File: src/rtl/pcv_pkg.sv
`timescale 1ns / 1ps
`default_nettype none

package pcv_pkg;

    typedef struct packed {
        logic [7:0] text_byte;
        logic       is_last;
    } pcv_item_t;

    typedef enum logic [1:0] {
        VERDICT_MATCH    = 2'd0,
        VERDICT_MISMATCH = 2'd1,
        VERDICT_CRC_BAD  = 2'd2,
        VERDICT_DATA_BAD = 2'd3
    } verdict_t;

    typedef struct packed {
        verdict_t    verdict;
        logic [15:0] computed_crc;
        logic [15:0] received_crc;
    } pcv_result_t;

    localparam int KEY_MAX      = 7;
    localparam int CRC_KEY_LEN  = 6;
    localparam int DATA_KEY_LEN = 7;

    // "CRC":  index 0 in the low byte
    localparam logic [KEY_MAX-1:0][7:0] CRC_KEY =
        {8'h00, 8'h3A, 8'h22, 8'h43, 8'h52, 8'h43, 8'h22};
    // "DATA":
    localparam logic [KEY_MAX-1:0][7:0] DATA_KEY =
        {8'h3A, 8'h22, 8'h41, 8'h54, 8'h41, 8'h44, 8'h22};

    localparam logic [7:0]  CH_QUOTE   = 8'h22;
    localparam logic [7:0]  CH_SPACE   = 8'h20;
    localparam logic [7:0]  CH_LBRACE  = 8'h7B;
    localparam logic [7:0]  CH_RBRACE  = 8'h7D;

    localparam logic [15:0] CRC_INIT = 16'hFFFF;
    localparam logic [15:0] CRC_POLY = 16'hA001;

    // Longest key prefix that is a suffix of the matched prefix plus c.
    function automatic logic [2:0] key_advance(
        input logic [KEY_MAX-1:0][7:0] key,
        input int                      klen,
        input logic [2:0]              k_in,
        input logic [7:0]              c
    );
        int         k;
        int         i;
        int         j;
        logic       ok;
        logic       found;
        logic [2:0] res;
        k = int'(k_in);
        if (k >= klen)
        begin
            k = klen - 1;
        end
        res   = 3'd0;
        found = 1'b0;
        for (j = KEY_MAX; j >= 1; j--)
        begin
            if (!found && j <= k + 1)
            begin
                ok = (key[j-1] == c);
                for (i = 0; i < KEY_MAX - 1; i++)
                begin
                    if (i < j - 1)
                    begin
                        if (key[i] != key[k-j+1+i])
                        begin
                            ok = 1'b0;
                        end
                    end
                end
                if (ok)
                begin
                    res   = 3'(j);
                    found = 1'b1;
                end
            end
        end
        return res;
    endfunction

    // {is_hex, nibble}
    function automatic logic [4:0] hex_decode(input logic [7:0] c);
        logic [4:0] r;
        if (c >= 8'h30 && c <= 8'h39)
        begin
            r = {1'b1, 4'(c - 8'h30)};
        end
        else if (c >= 8'h61 && c <= 8'h66)
        begin
            r = {1'b1, 4'(c - 8'h57)};
        end
        else if (c >= 8'h41 && c <= 8'h46)
        begin
            r = {1'b1, 4'(c - 8'h37)};
        end
        else
        begin
            r = 5'd0;
        end
        return r;
    endfunction

    // Modbus CRC-16, one byte, bitwise
    function automatic logic [15:0] crc16_byte(input logic [15:0] crc_in, input logic [7:0] b);
        logic [15:0] crc;
        int          n;
        crc = crc_in ^ {8'h00, b};
        for (n = 0; n < 8; n++)
        begin
            if (crc[0])
            begin
                crc = (crc >> 1) ^ CRC_POLY;
            end
            else
            begin
                crc = crc >> 1;
            end
        end
        return crc;
    endfunction

endpackage

`default_nettype wire

File: src/rtl/payload_crc_verifier.sv
// A last beat goes to the input register, then its verdict to the result register.
// Throughput: one beat per cycle while input is not stalled; the per-byte CRC update
// and both key matchers are combinational between the input and result registers.
// A waiting result stalls input only when the registered beat is a last beat.
// Reset (rst_n low, async): both parsers return to key search, CRC to 0xFFFF,
// no beat or result held. Parser state also returns to reset after each last beat.
`timescale 1ns / 1ps
`default_nettype none

module payload_crc_verifier #(
    parameter int MAX_OBJECT_LEN = 512
) (
    input  wire logic                clk,
    input  wire logic                rst_n,
    input  wire logic                item_valid,
    output logic                     item_ready,
    input  wire pcv_pkg::pcv_item_t  item,
    output logic                     result_valid,
    input  wire logic                result_ready,
    output pcv_pkg::pcv_result_t     result
);
    import pcv_pkg::*;

    localparam int LEN_W = $clog2(MAX_OBJECT_LEN);

    typedef enum logic [2:0] {
        PH_SEARCH = 3'd0,
        PH_LEAD   = 3'd1,
        PH_BODY   = 3'd2,
        PH_DONE   = 3'd3,
        PH_FAIL   = 3'd4
    } phase_t;

    logic              s1_valid_reg, s1_valid_next;
    logic [7:0]        s1_byte_reg;
    logic              s1_last_reg;
    logic              s1_go;

    phase_t            crc_phase_reg, crc_phase_next;
    logic [2:0]        crc_pos_reg, crc_pos_next;
    logic [2:0]        crc_count_reg, crc_count_next;
    logic [15:0]       crc_hex_reg, crc_hex_next;
    logic              hex_open_reg, hex_open_next;

    phase_t            data_phase_reg, data_phase_next;
    logic [2:0]        data_pos_reg, data_pos_next;
    logic [LEN_W-1:0]  depth_reg, depth_next;
    logic [LEN_W-1:0]  obj_len_reg, obj_len_next;
    logic [15:0]       run_crc_reg, run_crc_next;

    logic              result_valid_reg, result_valid_next;
    pcv_result_t       result_reg, result_next;

    logic [2:0]        crc_match;
    logic [2:0]        data_match;
    logic [4:0]        hex_dec;
    logic              body_active;
    logic [LEN_W-1:0]  len_cur;
    logic [LEN_W-1:0]  depth_cur;
    logic [LEN_W:0]    len_plus;

    assign s1_go        = s1_valid_reg && (!s1_last_reg || !result_valid_reg || result_ready);
    assign item_ready   = !s1_valid_reg || s1_go;
    assign result_valid = result_valid_reg;
    assign result       = result_reg;

    assign crc_match  = key_advance(CRC_KEY, CRC_KEY_LEN, crc_pos_reg, s1_byte_reg);
    assign data_match = key_advance(DATA_KEY, DATA_KEY_LEN, data_pos_reg, s1_byte_reg);
    assign hex_dec    = hex_decode(s1_byte_reg);

    always_comb
    begin
        s1_valid_next     = s1_valid_reg;
        crc_phase_next    = crc_phase_reg;
        crc_pos_next      = crc_pos_reg;
        crc_count_next    = crc_count_reg;
        crc_hex_next      = crc_hex_reg;
        hex_open_next     = hex_open_reg;
        data_phase_next   = data_phase_reg;
        data_pos_next     = data_pos_reg;
        depth_next        = depth_reg;
        obj_len_next      = obj_len_reg;
        run_crc_next      = run_crc_reg;
        result_valid_next = result_valid_reg && !result_ready;
        result_next       = result_reg;
        body_active       = 1'b0;
        len_cur           = obj_len_reg;
        depth_cur         = depth_reg;
        len_plus          = '0;

        if (item_ready)
        begin
            s1_valid_next = item_valid;
        end

        if (s1_go)
        begin
            case (crc_phase_reg)
                PH_SEARCH:
                begin
                    if (int'(crc_match) >= CRC_KEY_LEN)
                    begin
                        crc_pos_next   = 3'd0;
                        crc_phase_next = PH_LEAD;
                    end
                    else
                    begin
                        crc_pos_next = crc_match;
                    end
                end
                PH_LEAD:
                begin
                    if (s1_byte_reg != CH_SPACE)
                    begin
                        crc_phase_next = (s1_byte_reg == CH_QUOTE) ? PH_BODY : PH_FAIL;
                    end
                end
                PH_BODY:
                begin
                    if (s1_byte_reg == CH_QUOTE)
                    begin
                        crc_phase_next = (crc_count_reg == 3'd0) ? PH_FAIL : PH_DONE;
                    end
                    else if (crc_count_reg == 3'd7)
                    begin
                        crc_phase_next = PH_FAIL;
                    end
                    else
                    begin
                        crc_count_next = crc_count_reg + 3'd1;
                        if (hex_open_reg && hex_dec[4])
                        begin
                            crc_hex_next = {crc_hex_reg[11:0], hex_dec[3:0]};
                        end
                        else
                        begin
                            hex_open_next = 1'b0;
                        end
                    end
                end
                default:
                begin
                end
            endcase

            case (data_phase_reg)
                PH_SEARCH:
                begin
                    if (int'(data_match) >= DATA_KEY_LEN)
                    begin
                        data_pos_next   = 3'd0;
                        data_phase_next = PH_LEAD;
                    end
                    else
                    begin
                        data_pos_next = data_match;
                    end
                end
                PH_LEAD:
                begin
                    if (s1_byte_reg == CH_LBRACE)
                    begin
                        body_active = 1'b1;
                        len_cur     = '0;
                        depth_cur   = '0;
                    end
                    else if (s1_byte_reg != CH_SPACE)
                    begin
                        data_phase_next = PH_FAIL;
                    end
                end
                PH_BODY:
                begin
                    body_active = 1'b1;
                end
                default:
                begin
                end
            endcase

            if (body_active)
            begin
                len_plus = {1'b0, len_cur} + 1'b1;
                if (int'(len_plus) >= MAX_OBJECT_LEN)
                begin
                    data_phase_next = PH_FAIL;
                    obj_len_next    = len_cur;
                    depth_next      = depth_cur;
                end
                else
                begin
                    data_phase_next = PH_BODY;
                    obj_len_next    = len_plus[LEN_W-1:0];
                    run_crc_next    = crc16_byte(run_crc_reg, s1_byte_reg);
                    depth_next      = depth_cur;
                    if (s1_byte_reg == CH_LBRACE)
                    begin
                        depth_next = depth_cur + 1'b1;
                    end
                    else if (s1_byte_reg == CH_RBRACE)
                    begin
                        if (depth_cur != '0)
                        begin
                            depth_next = depth_cur - 1'b1;
                        end
                        if (depth_cur <= LEN_W'(1))
                        begin
                            data_phase_next = PH_DONE;
                        end
                    end
                end
            end

            if (s1_last_reg)
            begin
                result_valid_next         = 1'b1;
                result_next.computed_crc  = 16'h0000;
                result_next.received_crc  = 16'h0000;
                if (crc_phase_next != PH_DONE)
                begin
                    result_next.verdict = VERDICT_CRC_BAD;
                end
                else if (data_phase_next != PH_DONE)
                begin
                    result_next.verdict      = VERDICT_DATA_BAD;
                    result_next.received_crc = crc_hex_next;
                end
                else
                begin
                    result_next.received_crc = crc_hex_next;
                    result_next.computed_crc = run_crc_next;
                    result_next.verdict      = (run_crc_next == crc_hex_next) ?
                                               VERDICT_MATCH : VERDICT_MISMATCH;
                end

                crc_phase_next  = PH_SEARCH;
                crc_pos_next    = 3'd0;
                crc_count_next  = 3'd0;
                crc_hex_next    = 16'h0000;
                hex_open_next   = 1'b1;
                data_phase_next = PH_SEARCH;
                data_pos_next   = 3'd0;
                depth_next      = '0;
                obj_len_next    = '0;
                run_crc_next    = CRC_INIT;
            end
        end
    end

    always_ff @(posedge clk or negedge rst_n)
    begin
        if (!rst_n)
        begin
            s1_valid_reg     <= 1'b0;
            crc_phase_reg    <= PH_SEARCH;
            crc_pos_reg      <= 3'd0;
            crc_count_reg    <= 3'd0;
            crc_hex_reg      <= 16'h0000;
            hex_open_reg     <= 1'b1;
            data_phase_reg   <= PH_SEARCH;
            data_pos_reg     <= 3'd0;
            depth_reg        <= '0;
            obj_len_reg      <= '0;
            run_crc_reg      <= CRC_INIT;
            result_valid_reg <= 1'b0;
        end
        else
        begin
            s1_valid_reg     <= s1_valid_next;
            crc_phase_reg    <= crc_phase_next;
            crc_pos_reg      <= crc_pos_next;
            crc_count_reg    <= crc_count_next;
            crc_hex_reg      <= crc_hex_next;
            hex_open_reg     <= hex_open_next;
            data_phase_reg   <= data_phase_next;
            data_pos_reg     <= data_pos_next;
            depth_reg        <= depth_next;
            obj_len_reg      <= obj_len_next;
            run_crc_reg      <= run_crc_next;
            result_valid_reg <= result_valid_next;
        end
    end

    always_ff @(posedge clk)
    begin
        if (item_ready && item_valid)
        begin
            s1_byte_reg <= item.text_byte;
            s1_last_reg <= item.is_last;
        end
        result_reg <= result_next;
    end

endmodule

`default_nettype wire

File: config.mk
export PLATFORM = sky130hd
export DESIGN_NAME = payload_crc_verifier
export DESIGN_NICKNAME = d
export VERILOG_FILES = /design/src/rtl/pcv_pkg.sv /design/src/rtl/payload_crc_verifier.sv
export SDC_FILE = /design/constraint.sdc
export NUM_CORES = 1
export LEC_CHECK = 0
export BUFFER_PORTS_ARGS = -buffer_cell sky130_fd_sc_hd__buf_4
export CORE_MARGIN = 4
export CORE_UTILIZATION = 50
export CTS_CLUSTER_SIZE = 20
export DETAILED_ROUTE_END_ITERATION = 7
export GPL_TIMING_DRIVEN = 0
export PLACE_DENSITY = 0.68
export SLEW_MARGIN = 20
export SYNTH_ARGS = -nofsm -noshare
export SYNTH_HDL_FRONTEND = slang
export SYNTH_SLANG_ARGS = --single-unit
File: constraint.sdc
create_clock -name clk -period 6.4 [get_ports clk]
set_clock_uncertainty 0.1 [all_clocks]
set_input_delay 1.28 -clock clk [delete_from_list [all_inputs] [get_ports clk]]
set_output_delay 1.28 -clock clk [all_outputs]
set_load 0.02 [all_outputs]
==> flow_metrics.py, run 1 <==
metrics = {
    "global_routing": {
        "use_met3": 0.0318,
        "antenna_found_initial": 0,
        "gr-usage-met1": 0.325,
        "grt_max_degree": 69,
        "grt_pass1_vias": 5478,
        "track_usage": 0.222,
        "grt-busiest-layer": "met2",
        "gr-usage-met2": 0.335,
        "grt_first_pass_wirelength_um": 28800,
        "grt_overflow": 0,
    },
    "final_layout": {
        "seqCellArea_um2": 3010,
        "area_delta_synth_final_pct": 12.7,
        "largest_register_ffs": 34,
        "drive_above_1_share": 0.125,
        "fin_cells": 983,
        "fillers": 1209,
        "n_antenna_cell": 0,
        "multi_input_area_um2": 3650,
        "final_nets": 844,
    },
    "timing": {
        "period_minus_slack_ns": 4.26,
        "whs_ns": 0.398,
        "min_period_over_period": 0.666,
        "drv_slew": 0,
        "tns_ns": 0,
        "worst_slack_ns": 2.14,
        "setup_viol": 0,
        "tightest_slew_ns": 0.901,
        "relSlewSlack": 0.399,
        "rsz0062_at_grt": "no",
        "fmax_mhz": 235,
        "hold_viol": 0,
    },
    "floorplanning": {
        "die_x_um": 126,
        "row_count": 42,
        "ioPinCount": 49,
        "start_util": 0.518,
        "die_h_um": 126,
        "die-area_um2": 15900,
        "core_um2": 13500,
    },
    "pwr": {
        "p_total_mw": 1.66,
        "power_density_nw_per_um2": 212,
        "ir_drop_uv": 133,
        "intPower_mw": 1.20,
        "pwr-share-seq": 0.485,
        "swShare": 0.278,
        "power_leakage_nw": 3.13,
        "p_comb_frac": 0.169,
        "p_sw_mw": 0.463,
        "p_clk_frac": 0.347,
    },
    "logic_synthesis": {
        "async_flop_share": 0.613,
        "synth_ff_type": "dfrtp_1",
        "synthesis.nets": 785,
        "synth_cell_types": 73,
        "ys_seq_area_frac": 0.433,
        "synth_seq_cells": 111,
        "ys_warn_count": 0,
        "syn_area_um2": 6970,
        "synth.most_common_cell": "nor2_1",
        "synth_top_area_cell": "edfxtp_1",
        "synth_area_leaders": "edfxtp_1, dfrtp_1, dfstp_2",
        "synth_edf_count": 43,
        "postSynthCellCount": 743,
        "synthTopCellsByCount": "nor2_1, a21oi_1, nand2_1",
        "synth_top_area_frac": 0.185,
        "syn_avg_cell_area_um2": 9.37,
    },
    "run_status": {
        "status": "finished clean",
    },
    "drt": {
        "dr.first_iter.drc_count": 536,
        "viasPerCell": 5.95,
        "ant_nets": 0,
        "post_drt_wl_per_cell_um": 17.7,
        "drc": 0,
        "drt_pass1_iterations": 5,
        "vias": 5846,
        "totalWireLength_um": 17400,
    },
    "cts": {
        "ctsHoldBuffers": 0,
        "clock_path_buffers": 2,
        "cts_sinks": 111,
        "path_clk_slew_ns": 0.07,
        "clk-insertion-delay-late_ns": 0.36,
        "cts.htree.levels": 3,
        "tritoncts": "yes",
        "clockRootBuffer": "clkbuf_16",
        "post_cts_buffers": 0,
        "cts_buffers": 9,
        "cts_resized": 0,
    },
    "worst_setup_path": {
        "crit_path_start_kind": "flop",
        "path_max_fanout": 9,
        "cp-end-kind": "flop",
        "cp_data_required_time_ns": 6.37,
        "worstPathArrival_ns": 4.24,
        "critPathKind": "flop to flop",
    },
    "placed_design": {
        "dp.cells": 967,
        "globalplace.congestion": 0.938,
        "io_buffers": 48,
        "place_ws_ns": 2.20,
        "dp_hpwl_um": 12900,
    },
    "job": {
        "cap_violations": 0,
    },
    "worst_hold_path": {
        "holdCritPathClass": "flop to flop",
    },
}
-- critical path, stage by stage (launching register included) --
cell,delay (ns)
dfrtp_1,0.36
clkbuf_1,0.21
a21boi_1,0.58
inv_1,0.21
ha_1,0.29
or2_2,0.34
nor4_1,0.26
o2111ai_1,0.28
o31ai_1,0.27
a21oi_1,0.12
nor2_1,0.32
nand3_1,0.16
nor4_1,0.30
a41oi_1,0.18
-- final cells by class --
type	instances	share of cell area
Tap cell	176	0.0280
Inverter	27	0.0129
Clock inverter	7	0.00972
Buffer	42	0.0260
Timing Repair Buffer	48	0.0459
Multi-Input combinational cell	563	0.465
Clock buffer	9	0.0287
Sequential cell	111	0.384
-- power by group through the flow --
stage          clock network [mW]  registers, mW  logic [mW]
2_1_floorplan                   0          0.824       0.192
3_5_place_dp                    0          0.821       0.278
5_1_grt                     0.621          0.811       0.304
4_1_cts                     0.588          0.806       0.281
3_3_place_gp                    0          0.819       0.275
6_report                    0.577          0.807       0.281
-- worst paths after layout --
path	startpoint	end	cells after the start	slack (ns)
worst max-delay path	data_pos_reg[2]$_DFFE_PN0P_	result[32]$_SDFFCE_PP0P_	13	2.14
worst min-delay path	hex_open_reg$_DFFE_PN1P_	hex_open_reg$_DFFE_PN1P_	2	0.40
worst max register to register	data_pos_reg[2]$_DFFE_PN0P_	result[32]$_SDFFCE_PP0P_	13	2.14
worst min register to register	hex_open_reg$_DFFE_PN1P_	hex_open_reg$_DFFE_PN1P_	2	0.40
max in group asynchronous	rst_n	crc_hex_reg[9]$_DFFE_PN0P_	1	4.67
min in group asynchronous	rst_n	depth_reg[3]$_DFFE_PN0P_	1	0.91
-- kinds of logic after synthesis --
group	count (synthesis)	share of synthesized area
muxes	29	0.0422
AOI/OAI and AO/OA	190	0.174
DFF	111	0.433
xor gates and xnor gates	49	0.0656
adders and majority gates	29	0.0521
and+or+nand+nor	266	0.190
buffers and inverters	69	0.0438
-- metal layers --
metal  vias to the layer above  part of all wire  routed length [um]
met5                         -                 0                   0
met4                         0             0.020                 353
met3                        24             0.064                1110
met2                       200              0.45                7820
met1                      2804              0.47                8080
li1                       2818                 -                   -
-- through the flow --
step	util	instance area, um^2
final	0.584	7850
after global routing	0.584	7850
after CTS	0.584	7850
after detailed placement	0.561	7550
after global placement	0.561	7550
after floorplan	-	6970
-- cell usage in the layout, fill, tap and decap left out, types with 4 or more instances in the layout --
| master | Yosys | routed |
|---|---|---|
| buf_2 | 6 | 6 |
| o21ai_1 | 4 | 4 |
| nor4b_1 | 4 | 4 |
| inv_1 | 27 | 26 |
| o22ai_1 | 9 | 9 |
| xor2_1 | 22 | 22 |
| dfstp_2 | 17 | 17 |
| and2_1 | 8 | 8 |
| nor3_1 | 16 | 16 |
| nand4b_1 | 7 | 7 |
| clkbuf_16 | 0 | 9 |
| a31oi_1 | 12 | 12 |
| nor2b_1 | 11 | 11 |
| clkbuf_1 | 31 | 31 |
| a21o_1 | 4 | 4 |
| o31ai_1 | 7 | 6 |
| nand3_1 | 17 | 17 |
| nand4_1 | 12 | 12 |
| xnor2_1 | 25 | 25 |
| and3_1 | 4 | 4 |
| o21ai_0 | 43 | 43 |
| ha_1 | 29 | 29 |
| nor2_1 | 86 | 86 |
| or4_1 | 4 | 4 |
| a21oi_1 | 63 | 63 |
| dfrtp_1 | 51 | 51 |
| mux2i_1 | 26 | 26 |
| or3_1 | 4 | 4 |
| nor4_1 | 8 | 8 |
| a22o_1 | 9 | 9 |
| nand2b_1 | 8 | 8 |
| nand2_1 | 62 | 62 |
| edfxtp_1 | 43 | 43 |
| a32o_1 | 4 | 4 |
| buf_4 | 0 | 48 |
Note: power is estimated with default switching activity, not from simulation.
==> run 2, diff against run 1 <==
Settings changed: PLACE_DENSITY 0.68 to 0.71.
Clock period 6.4 ns to 3.65 ns, I/O delays scaled along.
==> flow_metrics.py, run 2 (synthesis gave the netlist of run 1 again) <==
metrics = {
    "timing": {
        "relSlewSlack": 0.385,
        "whs_ns": 0.398,
        "drv_slew": 0,
        "fmax_mhz": 283,
        "setup_viol": 0,
        "tightest_slew_ns": 0.920,
        "period_minus_slack_ns": 3.54,
        "hold_viol": 0,
        "min_period_over_period": 0.969,
    },
    "drt": {
        "viasPerCell": 5.98,
        "totalWireLength_um": 18600,
        "dr.first_iter.drc_count": 575,
        "ant_nets": 0,
        "drt_pass1_iterations": 5,
        "drc": 0,
        "post_drt_wl_per_cell_um": 18.4,
        "vias": 6035,
    },
    "cts": {
        "cts.htree.levels": 3,
        "clock_path_buffers": 2,
        "cts_buffers": 9,
        "path_clk_slew_ns": 0.07,
        "clk-insertion-delay-late_ns": 0.36,
        "ctsHoldBuffers": 0,
        "cts_sinks": 111,
        "clockRootBuffer": "clkbuf_16",
        "tritoncts": "yes",
    },
    "worst_setup_path": {
        "critPathKind": "flop to flop",
        "cp_data_required_time_ns": 3.62,
        "cp-startpoint": "s1_byte_reg[3]$_DFFE_PP_",
        "r2r_slack_ns": 0.11,
        "r2r_start": "s1_byte_reg[3]$_DFFE_PP_",
        "cp-end-kind": "flop",
        "r2r_end": "result[32]$_SDFFCE_PP0P_",
        "path_max_fanout": 10,
        "rr_worst_depth": 12,
        "worstPathArrival_ns": 3.51,
        "crit_path_start_kind": "flop",
        "crit_end": "result[32]$_SDFFCE_PP0P_",
    },
    "final_layout": {
        "n_antenna_cell": 0,
        "fillers": 1130,
        "final_common_cell": "nor2_1",
        "drive_above_1_share": 0.203,
        "final_area_um2": 8420,
        "final_cell_mix": "nor2_1, buf_4, a21oi_1",
        "multi_input_area_um2": 3890,
        "largest_register_ffs": 34,
        "final_nets": 870,
        "fin_util": 0.626,
        "area_delta_synth_final_pct": 20.8,
        "seqCellArea_um2": 3020,
    },
    "run_status": {
        "status": "finished clean",
    },
    "placed_design": {
        "globalplace.congestion": 0.911,
        "io_buffers": 48,
        "place_area_um2": 7550,
        "dp_hpwl_um": 13200,
    },
    "global_routing": {
        "grt_first_pass_wirelength_um": 29600,
        "track_usage": 0.229,
        "grt_pass1_vias": 5656,
        "grt_max_degree": 69,
        "antenna_found_initial": 0,
        "grt_overflow": 0,
    },
    "pwr": {
        "swShare": 0.281,
        "ir_drop_uv": 246,
        "intPower_mw": 2.16,
        "power_density_nw_per_um2": 358,
        "p_sw_mw": 0.847,
        "p_comb_frac": 0.181,
        "p_clk_frac": 0.348,
        "pwr-share-seq": 0.471,
        "power_leakage_nw": 3.35,
    },
    "floorplanning": {
        "die_x_um": 126,
        "ioPinCount": 49,
        "start_util": 0.518,
        "die_h_um": 126,
        "core_um2": 13500,
        "die-area_um2": 15900,
        "row_count": 42,
    },
    "job": {
        "cap_violations": 0,
    },
    "worst_hold_path": {
        "holdCritPathClass": "input pin to asynchronous set/reset pin",
    },
}
[run 2: changes by cell type in the layout (fill, tap and decap cells not counted), sizes merged]
cell,previous run,this run
buf,58,86
inv,31,28
clkinv,2,4
clkbuf,41,40
[run 2: critical path: stages, from the launching register on]
cell and delay [ns]:
edfxtp_1 0.52, clkbuf_1 0.30, a21o_1 0.23, a211oi_1 0.40, o32ai_4 0.17, a31oi_4 0.29
buf_12 0.16, buf_4 0.12, mux2i_2 0.24, xnor2_1 0.16, nand3_2 0.11, nor4_2 0.27
a41oi_1 0.17
[run 2: worst min-delay path by stage]
| stage | from | endpoint | slack, ns | cells after the start |
|---|---|---|---|---|
| global placement | hex_open_reg$_DFFE_PN1P_ | hex_open_reg$_DFFE_PN1P_ | 0.38 | 2 |
| floorplan | rst_n | crc_count_reg[0]$_DFFE_PN0P_ | 0.33 | 0 |
| CTS | run_crc_reg[14]$_DFFE_PN1P_ | run_crc_reg[14]$_DFFE_PN1P_ | 0.40 | 2 |
| global route | hex_open_reg$_DFFE_PN1P_ | hex_open_reg$_DFFE_PN1P_ | 0.42 | 2 |
| finish | rst_n | depth_reg[2]$_DFFE_PN0P_ | 0.40 | 1 |
| detailed placement | run_crc_reg[14]$_DFFE_PN1P_ | run_crc_reg[14]$_DFFE_PN1P_ | 0.39 | 2 |
[run 2: power groups by stage]
stage	sequential (mW)	clock (mW)	combinational (mW)
2_1_floorplan	1.44	0	0.336
3_3_place_gp	1.44	0	0.488
3_5_place_dp	1.44	0	0.489
4_1_cts	1.41	1.06	0.507
5_1_grt	1.42	1.11	0.589
6_report	1.42	1.05	0.546
[run 2: per-layer routing]
metal,GRT usage,wire [um],up-vias
li1,-,-,2859
met1,0.329,8380,2930
met2,0.363,8810,218
met3,0.0233,998,28
met4,0.0808,399,0
met5,0,0,-
[run 2: metrics by stage]
step | instances | TNS [ns] | setup WS (ns) | total power, mW
final | 1009 | 0 | 0.112 | 3.01
after detailed placement | 967 | -8.52 | -0.580 | 1.93
after CTS | 989 | 0 | 0.00172 | 2.97
after global routing | 1009 | -0.136 | -0.0455 | 3.12
after floorplan | 743 | 0 | 0.0672 | 1.78
after global placement | 967 | -8.05 | -0.585 | 1.92
[run 2: area by class of cell]
type	instances	area share
Multi-Input combinational cell	563	0.463
Sequential cell	111	0.358
Timing Repair Buffer	77	0.0761
Clock buffer	10	0.0297
Buffer	39	0.0271
Tap cell	176	0.0262
Inverter	27	0.0120
Clock inverter	6	0.00773
[run 2: repair_timing]
action,CTS,global route
buffers inserted,6,21
pin swaps,3,11
gates cloned,0,2
resized for setup,27,42
endpoints found under the setup margin,21,34
==> run 3, diff against run 2 <==
Settings changed: CORE_ASPECT_RATIO set to 0.5.
==> flow_metrics.py, run 3 (synthesis gave the netlist of run 1 again) <==
metrics = {
    "run_status": {
        "status": "finished clean",
    },
    "drt": {
        "post_drt_wl_per_cell_um": 18.4,
        "vias": 6038,
        "dr.first_iter.drc_count": 550,
        "drc": 0,
        "viasPerCell": 5.96,
        "totalWireLength_um": 18600,
        "drt_pass1_iterations": 5,
        "ant_nets": 0,
    },
    "timing": {
        "min_period_over_period": 0.985,
        "relSlewSlack": 0.378,
        "hold_viol": 0,
        "whs_ns": 0.376,
        "period_minus_slack_ns": 3.60,
        "rsz0062_at_grt": "yes",
        "setup_viol": 0,
        "fmax_mhz": 278,
        "tightest_slew_ns": 0.933,
        "drv_slew": 0,
    },
    "pwr": {
        "p_comb_frac": 0.174,
        "power_density_nw_per_um2": 362,
        "intPower_mw": 2.07,
        "p_clk_frac": 0.349,
        "pwr-share-seq": 0.478,
        "p_sw_mw": 0.909,
        "ir_drop_uv": 293,
        "swShare": 0.305,
        "power_leakage_nw": 3.25,
    },
    "floorplanning": {
        "die-area_um2": 16000,
        "die_h_um": 91.5,
        "row_count": 30,
        "core_um2": 13600,
        "die_x_um": 175,
        "ioPinCount": 49,
        "start_util": 0.513,
    },
    "worst_setup_path": {
        "rr_worst_depth": 12,
        "r2r_slack_ns": 0.05,
        "cp_top_family": "simple AND/OR/NAND/NOR gates",
        "path_max_fanout": 10,
        "cp-end-kind": "flop",
        "worstPathArrival_ns": 3.59,
        "crit_path_start_kind": "flop",
        "crit_chain": "buf_6 > or3b_4 > buf_6 > or4_4 > o21ai_4 > buf_12 > mux2i_4 > mux2i_1 > xnor2_1 > nand3_2 > nor4_2 > a41oi_1",
        "crit_path_frequent_cell": "buf_6",
        "crit_path_max_incr_delay_ns": 0.59,
        "crit_buf_inv": 3,
        "slowest_stage": "or4_4",
        "r2r_start": "data_phase_reg[1]$_DFFE_PN0P_",
        "cp_data_required_time_ns": 3.64,
        "r2r_end": "result[32]$_SDFFCE_PP0P_",
        "critPathKind": "flop to flop",
    },
    "placed_design": {
        "globalplace.congestion": 0.927,
        "dp.cells": 983,
        "dp_hpwl_um": 13100,
        "io_buffers": 48,
    },
    "final_layout": {
        "drive_above_1_share": 0.175,
        "largest_register_ffs": 34,
        "fillers": 1158,
        "area_delta_synth_final_pct": 17.9,
        "fin_cells": 1013,
        "final_cell_mix": "nor2_1, buf_4, a21oi_1",
        "n_antenna_cell": 0,
        "final_nets": 858,
        "final_common_cell": "nor2_1",
    },
    "cts": {
        "path_clk_slew_ns": 0.09,
        "tritoncts": "yes",
        "cts.htree.levels": 3,
        "clockRootBuffer": "clkbuf_16",
        "ctsHoldBuffers": 0,
        "cts_buffers": 9,
        "cts_sinks": 111,
        "clock_path_buffers": 2,
        "clk-insertion-delay-late_ns": 0.36,
    },
    "global_routing": {
        "antenna_found_initial": 0,
        "grt_max_degree": 69,
        "grt_overflow": 0,
        "grt_pass1_vias": 5492,
        "grt_first_pass_wirelength_um": 29800,
        "track_usage": 0.229,
    },
    "job": {
        "cap_violations": 0,
    },
    "worst_hold_path": {
        "holdCritPathClass": "input pin to asynchronous set/reset pin",
    },
}
run 3: cell types whose count changed in the layout (fill, tap and decap cells not counted), moves of 3 or more:
cell and change:
mux2i_1 +5, mux2i_2 -5, buf_4 -7, buf_12 -3
run 3: cell type report:
type / instances / area, um^2 / area share
Clock buffer: 9 / 225 / 0.0274
Tap cell: 192 / 240 / 0.0293
Buffer: 39 / 220 / 0.0268
Inverter: 27 / 101 / 0.0123
Multi-Input combinational cell: 563 / 3830 / 0.466
Sequential cell: 111 / 3010 / 0.367
Timing Repair Buffer: 65 / 495 / 0.0603
Clock inverter: 7 / 85.1 / 0.0104
run 3: through the flow:
step                setup TNS, ns  worst slack [ns]  power (mW)  instance area (um^2)   util
floorplan                       0            0.0672        1.78                  6970      -
global placement            -8.43            -0.576        1.92                  7570  0.557
detailed placement          -7.25            -0.514        1.93                  7570  0.557
CTS                       -0.0908           -0.0156        2.97                  8080  0.595
global route               -0.138            -0.120        3.09                  8210  0.604
finish                          0            0.0534        2.98                  8210  0.604
run 3: how the worst max path moves through the flow:
stage,start,endpoint,slack [ns],cells after the start
6_report,data_phase_reg[1]$_DFFE_PN0P_,result[32]$_SDFFCE_PP0P_,0.05,12
4_1_cts,data_phase_reg[1]$_DFFE_PN0P_,result[18]$_SDFFCE_PP0P_,-0.02,16
5_1_grt,s1_byte_reg[1]$_DFFE_PP_,result[32]$_SDFFCE_PP0P_,-0.12,13
3_5_place_dp,data_pos_reg[2]$_DFFE_PN0P_,result[29]$_SDFFCE_PP0P_,-0.51,13
3_3_place_gp,data_pos_reg[2]$_DFFE_PN0P_,result[32]$_SDFFCE_PP0P_,-0.58,13
2_1_floorplan,data_phase_reg[1]$_DFFE_PN0P_,result[27]$_SDFFCE_PP0P_,0.07,16
run 3: what timing repair did:
item                                    CTS  global route
pin swaps                                 2             6
resized for setup                        33            19
cloned                                    1             0
buffers inserted                          7             9
endpoints found under the setup margin   19            32
endpoints found under the hold margin     0             0
run 3: per-layer routing:
layer / up-vias / GRT usage / part of all wire
li1: 2834 / - / -
met1: 2910 / 0.335 / 0.46
met2: 266 / 0.352 / 0.45
met3: 28 / 0.0433 / 0.067
met4: 0 / 0.0562 / 0.017
met5: - / 0 / 0
run 3: power by group through the flow:
stage | Clock [mW] | Combinational, mW | Sequential [mW]
after CTS | 1.05 | 0.506 | 1.42
after global placement | 0 | 0.482 | 1.44
after global routing | 1.10 | 0.559 | 1.43
after detailed placement | 0 | 0.491 | 1.44
after floorplan | 0 | 0.336 | 1.44
final | 1.04 | 0.516 | 1.42
